$ cat config.mk
export PLATFORM = sky130hd
export DESIGN_NAME = fuzzy_set_fit_scores
export DESIGN_NICKNAME = d
export VERILOG_FILES = /design/src/hdl/fsfs_pkg.sv /design/src/hdl/fuzzy_set_fit_scores.sv /design/src/hdl/fsfs_divider.sv /design/src/hdl/fsfs_datapath.sv /design/src/hdl/fsfs_control.sv
export SDC_FILE = /design/constraint.sdc
export NUM_CORES = 2
export LEC_CHECK = 0
export BUFFER_PORTS_ARGS = -buffer_cell sky130_fd_sc_hd__buf_2
export CORE_MARGIN = 2
export CORE_UTILIZATION = 65
export DETAILED_ROUTE_END_ITERATION = 10
export GPL_ROUTABILITY_DRIVEN = 0
export PLACE_DENSITY_LB_ADDON = 0.12
export SLEW_MARGIN = 20
export SYNTH_ARGS = -nofsm -noshare
export SYNTH_HDL_FRONTEND = slang
export SYNTH_SLANG_ARGS = --single-unit
$ cat constraint.sdc
create_clock -name clock -period 24 [get_ports clock]
set_input_delay 1.2 -clock clock [delete_from_list [all_inputs] [get_ports clock]]
set_output_delay 1.2 -clock clock [all_outputs]
set_load 0.005 [all_outputs]
$ cat src/hdl/fsfs_pkg.sv
`timescale 1ns / 1ps
package fsfs_pkg;
   localparam int ValW = 17;
   localparam int AccW = 29;
   localparam int FracBits = 16;

   typedef enum logic [2:0] {
      DIV_INCL_MIN,
      DIV_COV_MIN,
      DIV_INCL_MAX,
      DIV_COV_MAX,
      DIV_PRI_MIN,
      DIV_PRI_MAX
   } div_sel_type;

   typedef struct packed {
      logic start;
      logic load;
   } dp_cmd_type;

   typedef struct packed {
      logic done;
   } dp_status_type;
endpackage

$ cat src/hdl/fuzzy_set_fit_scores.sv
`timescale 1ns / 1ps
// A non-final request only updates the running sums and column extremes of its set.
// The final request of a set starts six serial divisions, each cut short when the
// numerator or denominator is zero, and the response is valid after the last of them.
// Throughput: one request per cycle within a set; no request is taken until the response goes.
// The restoring divider, one quotient bit per cycle over 45 bits, sets the end-of-set time.
// Synchronous reset clears all sums, the mode register and the handshake state.
module fuzzy_set_fit_scores (
   input  logic clock,
   input  logic reset,
   input  logic csr_valid,
   output logic csr_ready,
   input  logic csr_data,
   input  logic req_tvalid,
   output logic req_tready,
   // tdata: data_value, column_code, fuzzy_column, outcome_value, pad.
   input  logic [39:0] req_tdata,
   // tuser: last_case.
   input  logic req_tuser,
   input  logic req_tlast,
   output logic rsp_tvalid,
   input  logic rsp_tready,
   // tdata: inclusion_min, coverage_min, inclusion_max, coverage_max, pri_min, pri_max, pad.
   output logic [103:0] rsp_tdata,
   // tuser: no_column_error.
   output logic rsp_tuser
);
   logic mode_ff;
   logic accept;
   fsfs_pkg::dp_cmd_type cmd;
   fsfs_pkg::dp_status_type status;
   fsfs_pkg::div_sel_type div_sel;
   logic clear_set;
   logic [16:0] res [6];
   logic absent;

   assign csr_ready = 1'b1;
   always_ff @(posedge clock) begin
      if (reset) mode_ff <= 1'b0;
      else if (csr_valid) mode_ff <= csr_data;
   end

   assign accept = req_tvalid && req_tready;

   fsfs_datapath u_dp (
      .clock(clock), .reset(reset), .item_valid(accept),
      .data_value(req_tdata[16:0]), .column_code(req_tdata[20:17]),
      .fuzzy_column(req_tdata[21]), .outcome_value(req_tdata[38:22]),
      .last_column(req_tlast), .necessity_mode(mode_ff), .div_sel(div_sel),
      .cmd(cmd), .clear_set(clear_set), .status(status), .result_ff(res),
      .absent_ff(absent)
   );

   fsfs_control u_ctl (
      .clock(clock), .reset(reset), .final_item(accept && req_tlast && req_tuser),
      .rsp_taken(rsp_tvalid && rsp_tready), .status(status), .cmd(cmd),
      .div_sel(div_sel), .clear_set(clear_set), .in_ready(req_tready),
      .out_valid(rsp_tvalid)
   );

   assign rsp_tuser = absent;
   assign rsp_tdata = absent ? '0 :
      {2'b0, res[5], res[4], res[3], res[2], res[1], res[0]};
endmodule

$ cat src/hdl/fsfs_divider.sv
`timescale 1ns / 1ps
module fsfs_divider (
   input  logic clock,
   input  logic reset,
   input  logic start,
   input  logic [fsfs_pkg::AccW-1:0] num,
   input  logic [fsfs_pkg::AccW-1:0] den,
   output logic done,
   output logic [fsfs_pkg::ValW-1:0] quotient
);
   localparam int NW = fsfs_pkg::AccW + fsfs_pkg::FracBits;
   localparam int CW = $clog2(NW + 1);
   localparam logic [fsfs_pkg::ValW-1:0] One = fsfs_pkg::ValW'(1 << fsfs_pkg::FracBits);

   logic [NW-1:0] dividend_ff;
   logic [NW-1:0] quot_ff;
   logic [fsfs_pkg::AccW:0] rem_ff;
   logic [fsfs_pkg::AccW-1:0] den_ff;
   logic [CW-1:0] count_ff;
   logic run_ff;
   logic done_ff;
   logic [fsfs_pkg::ValW-1:0] quotient_ff;
   logic special_ff;
   logic [fsfs_pkg::ValW-1:0] special_val_ff;
   logic [fsfs_pkg::AccW:0] trial;
   logic [fsfs_pkg::AccW:0] shifted;

   assign shifted = {rem_ff[fsfs_pkg::AccW-1:0], dividend_ff[NW-1]};
   assign trial = shifted - {1'b0, den_ff};
   assign done = done_ff;
   assign quotient = quotient_ff;

   always_ff @(posedge clock) begin
      if (reset) begin
         run_ff <= 1'b0;
         done_ff <= 1'b0;
      end else begin
         done_ff <= 1'b0;
         if (start) begin
            dividend_ff <= {num, fsfs_pkg::FracBits'(0)};
            den_ff <= den;
            rem_ff <= '0;
            quot_ff <= '0;
            count_ff <= CW'(NW);
            special_ff <= (num == '0) || (den == '0);
            special_val_ff <= (num == '0) ? '0 : One;
            run_ff <= 1'b1;
         end else if (run_ff) begin
            if (special_ff || count_ff == '0) begin
               run_ff <= 1'b0;
               done_ff <= 1'b1;
               if (special_ff) begin
                  quotient_ff <= special_val_ff;
               end else if (quot_ff > NW'(One)) begin
                  quotient_ff <= One;
               end else begin
                  quotient_ff <= quot_ff[fsfs_pkg::ValW-1:0];
               end
            end else begin
               dividend_ff <= dividend_ff << 1;
               count_ff <= count_ff - 1'b1;
               if (!trial[fsfs_pkg::AccW]) begin
                  rem_ff <= trial;
                  quot_ff <= {quot_ff[NW-2:0], 1'b1};
               end else begin
                  rem_ff <= shifted;
                  quot_ff <= {quot_ff[NW-2:0], 1'b0};
               end
            end
         end
      end
   end
endmodule

$ cat src/hdl/fsfs_datapath.sv
`timescale 1ns / 1ps
module fsfs_datapath (
   input  logic clock,
   input  logic reset,
   input  logic item_valid,
   input  logic [16:0] data_value,
   input  logic [3:0] column_code,
   input  logic fuzzy_column,
   input  logic [16:0] outcome_value,
   input  logic last_column,
   input  logic necessity_mode,
   input  fsfs_pkg::div_sel_type div_sel,
   input  fsfs_pkg::dp_cmd_type cmd,
   input  logic clear_set,
   output fsfs_pkg::dp_status_type status,
   output logic [16:0] result_ff [6],
   output logic absent_ff
);
   localparam int AW = fsfs_pkg::AccW;
   localparam logic [16:0] One = 17'(1 << fsfs_pkg::FracBits);
   localparam logic [AW-1:0] AccMax = '1;

   logic [16:0] cmin_ff, cmax_ff;
   logic present_ff;
   logic [AW-1:0] osum_ff, smin_ff, smax_ff, spm_ff, spx_ff, prim_ff, prix_ff;
   logic [16:0] dclamp, oclamp, v;
   logic [AW-1:0] num, den, basev;
   logic div_done;
   logic [16:0] q;

   function automatic logic [AW-1:0] sat_add(input logic [AW-1:0] a, input logic [16:0] b);
      logic [AW:0] s;
      s = {1'b0, a} + (AW + 1)'(b);
      return s[AW] ? AccMax : s[AW-1:0];
   endfunction

   function automatic logic [AW-1:0] sub0(input logic [AW-1:0] a, input logic [AW-1:0] b);
      return (a > b) ? a - b : '0;
   endfunction

   always_comb begin
      dclamp = (data_value > One) ? One : data_value;
      oclamp = (outcome_value > One) ? One : outcome_value;
      if (fuzzy_column) begin
         v = (column_code == 4'd1) ? One - dclamp : dclamp;
      end else begin
         v = ({14'd0, column_code} == {1'b0, data_value} + 18'd1) ? One : '0;
      end
      basev = necessity_mode ? osum_ff : smin_ff;
      case (div_sel)
         fsfs_pkg::DIV_INCL_MIN: begin num = spm_ff; den = smin_ff; end
         fsfs_pkg::DIV_COV_MIN: begin num = spm_ff; den = osum_ff; end
         fsfs_pkg::DIV_INCL_MAX: begin num = spx_ff; den = smax_ff; end
         fsfs_pkg::DIV_COV_MAX: begin num = spx_ff; den = osum_ff; end
         fsfs_pkg::DIV_PRI_MIN: begin
            num = sub0(spm_ff, prim_ff);
            den = sub0(basev, prim_ff);
         end
         default: begin num = sub0(spx_ff, prix_ff); den = sub0(osum_ff, prix_ff); end
      endcase
   end

   fsfs_divider u_div (
      .clock(clock), .reset(reset), .start(cmd.start), .num(num), .den(den),
      .done(div_done), .quotient(q)
   );

   assign status.done = div_done;

   always_ff @(posedge clock) begin
      if (cmd.load) result_ff[div_sel] <= q;
      if (reset || clear_set) begin
         cmin_ff <= '1; cmax_ff <= '0; present_ff <= 1'b0;
         osum_ff <= '0; smin_ff <= '0; smax_ff <= '0; spm_ff <= '0; spx_ff <= '0;
         prim_ff <= '0; prix_ff <= '0; absent_ff <= 1'b0;
      end else if (item_valid) begin
         if (last_column) begin
            cmin_ff <= '1; cmax_ff <= '0; present_ff <= 1'b0;
            osum_ff <= sat_add(osum_ff, oclamp);
            if (present_ff || column_code != '0) begin
               logic [16:0] mn, mx, pmn, pxn, oth, a1, a2;
               mn = (column_code != '0 && v < cmin_ff) ? v : cmin_ff;
               mx = (column_code != '0 && v > cmax_ff) ? v : cmax_ff;
               pmn = (mn < oclamp) ? mn : oclamp;
               pxn = (mx < oclamp) ? mx : oclamp;
               oth = necessity_mode ? One - mn : One - oclamp;
               a1 = (pmn < oth) ? pmn : oth;
               a2 = (pxn < One - mx) ? pxn : One - mx;
               smin_ff <= sat_add(smin_ff, mn);
               smax_ff <= sat_add(smax_ff, mx);
               spm_ff <= sat_add(spm_ff, pmn);
               spx_ff <= sat_add(spx_ff, pxn);
               prim_ff <= sat_add(prim_ff, a1);
               prix_ff <= sat_add(prix_ff, a2);
            end else begin
               absent_ff <= 1'b1;
            end
         end else if (column_code != '0) begin
            if (v < cmin_ff) cmin_ff <= v;
            if (v > cmax_ff) cmax_ff <= v;
            present_ff <= 1'b1;
         end
      end
   end
endmodule

$ cat src/hdl/fsfs_control.sv
`timescale 1ns / 1ps
module fsfs_control (
   input  logic clock,
   input  logic reset,
   input  logic final_item,
   input  logic rsp_taken,
   input  fsfs_pkg::dp_status_type status,
   output fsfs_pkg::dp_cmd_type cmd,
   output fsfs_pkg::div_sel_type div_sel,
   output logic clear_set,
   output logic in_ready,
   output logic out_valid
);
   typedef enum logic [1:0] {IDLE, START, WAIT, SHOW} state_type;
   state_type state_ff;
   fsfs_pkg::div_sel_type div_sel_ff;

   assign div_sel = div_sel_ff;
   assign in_ready = (state_ff == IDLE);
   assign cmd.start = (state_ff == START);
   assign cmd.load = (state_ff == WAIT) && status.done;
   assign out_valid = (state_ff == SHOW);
   assign clear_set = (state_ff == SHOW) && rsp_taken;

   always_ff @(posedge clock) begin
      if (reset) begin
         state_ff <= IDLE;
         div_sel_ff <= fsfs_pkg::DIV_INCL_MIN;
      end else begin
         unique case (state_ff)
            IDLE: if (final_item) begin
               state_ff <= START;
               div_sel_ff <= fsfs_pkg::DIV_INCL_MIN;
            end
            START: state_ff <= WAIT;
            WAIT: if (status.done) begin
               if (div_sel_ff == fsfs_pkg::DIV_PRI_MAX) state_ff <= SHOW;
               else begin
                  div_sel_ff <= fsfs_pkg::div_sel_type'(div_sel_ff + 3'd1);
                  state_ff <= START;
               end
            end
            SHOW: if (rsp_taken) state_ff <= IDLE;
            default: state_ff <= IDLE;
         endcase
      end
   end

   assert property (@(posedge clock) disable iff (reset) cmd.start |=> !cmd.start)
      else $error("divider start repeated");
   assert property (@(posedge clock) disable iff (reset) out_valid |-> !in_ready)
      else $error("input open while result pending");
   assert property (@(posedge clock) disable iff (reset)
      cmd.load |-> div_sel <= fsfs_pkg::DIV_PRI_MAX)
      else $error("bad divider select");
endmodule

==> results.md <==
* Outcome: finished clean
* Number of resized instances in the post-cts repair step at 0
* Post-detailed-route DRC marker count at 0
* Required time worst endpoint at 24.48 ns
* Share of the clock period used by the worst path after layout at between 50% and 60%
* Number of instances on the worst hold path at 2
* Synthesized area at 39600 um2
* Share of synthesized flip-flops with an asynchronous set or reset at 0%
* TritonCTS Buffers at 55
* CP max FO at 36
* # clock sinks at 506
* Number of placement rows at 90
* Leakage at approximately 18 nW
* Number of antenna violations at the first check in global routing at 1
* Setup-violating endpoint count in the final report at 0
* Hold crit path type: reg -> reg
* Share of synthesized area occupied by flip-flops and latches at 32.2%
* Synth top area share at 19.7%
* HPWL after DPL at 91.0 mm
* Max-slew violation count at 0
* Worst-skew pair later-pin latency at 0.66 ns
* Total power density per cell area at 64.2 nW/um2
* Critical path depth in cells at 55
* Startpoint types: input port
* Power, Total at 2.76 mW
* Number of input and output port buffers inserted at 151
* Tot GR Track Use at 36.8%
* Synthesized instance count at ~4600
* Cell with the most instances after synthesis: sky130_fd_sc_hd__ha_1
* Filler Cells Inserted at 4706
* Endpoint class of the critical path: flip-flop
* Warning count from the yosys run at 0
* Most used cell, CP: sky130_fd_sc_hd__a21oi_1
* Peak per-stage delay on the critical path at ~0.9 ns
* Non-Filler Cell Area, Final at 43000 um2
* Time the worst path needs with I/O delays and setup at 14.04 ns
* Final cell utilization of the core at 71.3%
* Cell family with the largest share of critical-path delay: compound AO/OA/AOI/OAI gates
* First-pass GRT wire length at 183 mm
* Total placed instance area at between 40000 and 50000 um2
* Cell type of the slowest stage on the worst timing path: sky130_fd_sc_hd__o21bai_2
* Number of vias per cell after detailed routing at approximately 6.5
* Data arrival time at the worst-slack endpoint at 14.52 ns
* Maximum VDD drop at 0.0564 mV
* Sum of buffers and inverters on the critical path at 5
* Largest net degree at the start of global routing at about 130
* Via total after detailed routing at about 36000
* Full die area at 62800 um2
* GR Overflow Total at 0
* Floorplan core area at roughly 60000 um2
* Syn_area_per_cell at 8.64 um2
* Width of the chip at ~250 um
* Transition time at the pin with the least slew margin at 1.15 ns
* Class of the most critical setup path: in -> reg
* Final-layout setup total negative slack at 0 ns
* Commonest register cell after synthesis: sky130_fd_sc_hd__edfxtp_1
* First DRT Iteration DRCs at 3825
* Number of global-route vias before repair at 32700
* Number of top-level pins at 156
* TritonCTS clock tree: done
* Buffers inserted by post-CTS timing repair at 0
* Dominant cell type by area after synthesis: sky130_fd_sc_hd__edfxtp_1
* CTS H-tree depth at 2
* Number of distinct standard cells referenced by the synthesized netlist at about 110
* Final-layout worst hold slack at 0.476 ns
* Worst R2R Path Depth at 47
* Nets at just over 5000
* Synthesis-stage register bit count at a little over 500
* Maximum number of buffers from clock root to sink at 3
* Synth top cells by count: sky130_fd_sc_hd__ha_1, sky130_fd_sc_hd__nand2_1, sky130_fd_sc_hd__a21oi_1
* Post-synthesis to final-layout area growth at 8.64%
* Number of nets with antenna violations after routing at 0
* Number of enable-type register cells in the synthesized netlist at 259
* Final Routed Wirelength at about 120 mm
* Max cap viols at 0
* CTS root buf: sky130_fd_sc_hd__clkbuf_16
* Initial core utilization at between 60% and 70%
* Fraction of layout instances using a drive strength above 1 at 9.68%
* Achievable frequency at a little over 70 MHz
* Pre-Repair DR Iteration Count at 9
* Top cells by area, synth: sky130_fd_sc_hd__edfxtp_1, sky130_fd_sc_hd__dfxtp_1, sky130_fd_sc_hd__ha_1, sky130_fd_sc_hd__xnor2_1, sky130_fd_sc_hd__a21oi_1
* Routed wire per std cell at 21.7 um
* Setup Skew at roughly 0.060 ns
* Max_slew headroom at 22.7%
* Final hold vios at 0
* Floorplan die height at 251 um
* CTS Hold Bufs at 0
* Setup repair after global routing missed its margin: false
* Clock transition at the registers of the reported paths at 0.06 ns
## report_power, final
| group | total, mW | internal, mW | switching [mW] | leakage (nW) |
|---|---|---|---|---|
| Sequential | 0.961 | 0.929 | 0.0313 | 4.41 |
| Clock | 0.880 | 0.497 | 0.383 | 0.903 |
| Combinational | 0.920 | 0.376 | 0.544 | 13.0 |
| Total | 2.76 | 1.80 | 0.958 | 18.4 |
## state kept, by name, indices dropped and copies added, names as in the netlist, 29 cells and up
| name | cells |
|---|---|
| u_dp.result_ff | 102 |
| u_dp.u_div.quot_ff | 45 |
| u_dp.osum_ff | 29 |
| u_dp.prim_ff | 29 |
| u_dp.prix_ff | 29 |
| u_dp.smax_ff | 29 |
| u_dp.smin_ff | 29 |
| u_dp.spm_ff | 29 |
| u_dp.spx_ff | 29 |
| u_dp.u_div.den_ff | 29 |
| u_dp.u_div.dividend_ff | 29 |
| u_dp.u_div.rem_ff | 29 |
## worst paths after layout
check	end	from	slack [ns]
worst max-delay path	u_dp.prix_ff[26]	req_tdata[11]	9.96
worst min-delay path	u_dp.absent_ff	u_dp.absent_ff	0.48
worst min register to register	u_dp.absent_ff	u_dp.absent_ff	0.48
worst max register to register	u_dp.prix_ff[26]	u_dp.cmax_ff[3]	12.45
## stage by stage
stage / cells / setup WS [ns]
after floorplan: 4581 / 10.91
after global placement: 5377 / 9.70
after detailed placement: 5377 / 9.55
after CTS: 5480 / 10.19
after global routing: 5482 / 9.05
final: 5483 / 9.96
## worst min-delay path: cells and delay by family, from the launching register on
family / cells / cell delay (ns)
AO/OA/AOI/OAI: 1 / 0.04
flip-flops: 1 / 0.33
AND/OR/NAND/NOR: 1 / 0.07
## placed cells by master, fill, tap and decap left out, drive strengths merged, types with 58 or more instances in the layout
cell type / synthesis / routed
a21o: 87 / 87
a21oi: 315 / 315
a31oi: 87 / 87
and2: 88 / 88
buf: 42 / 208
clkbuf: 150 / 72
dfxtp: 247 / 247
edfxtp: 259 / 259
ha: 370 / 370
inv: 303 / 308
mux2: 58 / 58
mux2i: 66 / 66
nand2: 345 / 345
nand3: 136 / 136
nand4: 59 / 59
nor2: 288 / 288
nor2b: 149 / 149
nor3: 149 / 149
o21ai: 316 / 316
xnor2: 194 / 194
xor2: 101 / 101
## cell type report
type,count,area [um2],share of cell area (%)
inverter,306,1150,2.67
multi-input combinational,3577,25000,58.3
clock inverter,31,393,0.914
antenna,1,2.50,0.00582
clock buffer,72,1480,3.44
tap,782,978,2.28
sequential,506,12700,29.6
timing repair buffer,208,1210,2.81
## logic make-up after synthesis
family | after synthesis | synth area share (%)
and+or+nand+nor | 1460 | 18.7
AOI/OAI and AO/OA | 1313 | 21.9
DFF | 506 | 32.2
buffers and inverters | 498 | 4.91
adders and majority gates | 382 | 12.3
xor gates and xnor gates | 295 | 6.55
muxes | 124 | 3.40
other | 2 | 0.0190
## per-layer routing
layer	wire length, um	vias to the layer above	global-route usage, %
li1	-	17000	-
met1	47900	16600	48.1
met2	51300	1772	57.2
met3	11200	374	5.79
met4	8700	0	23.3
met5	0	-	0
Note: power is estimated with default switching activity, not from simulation.
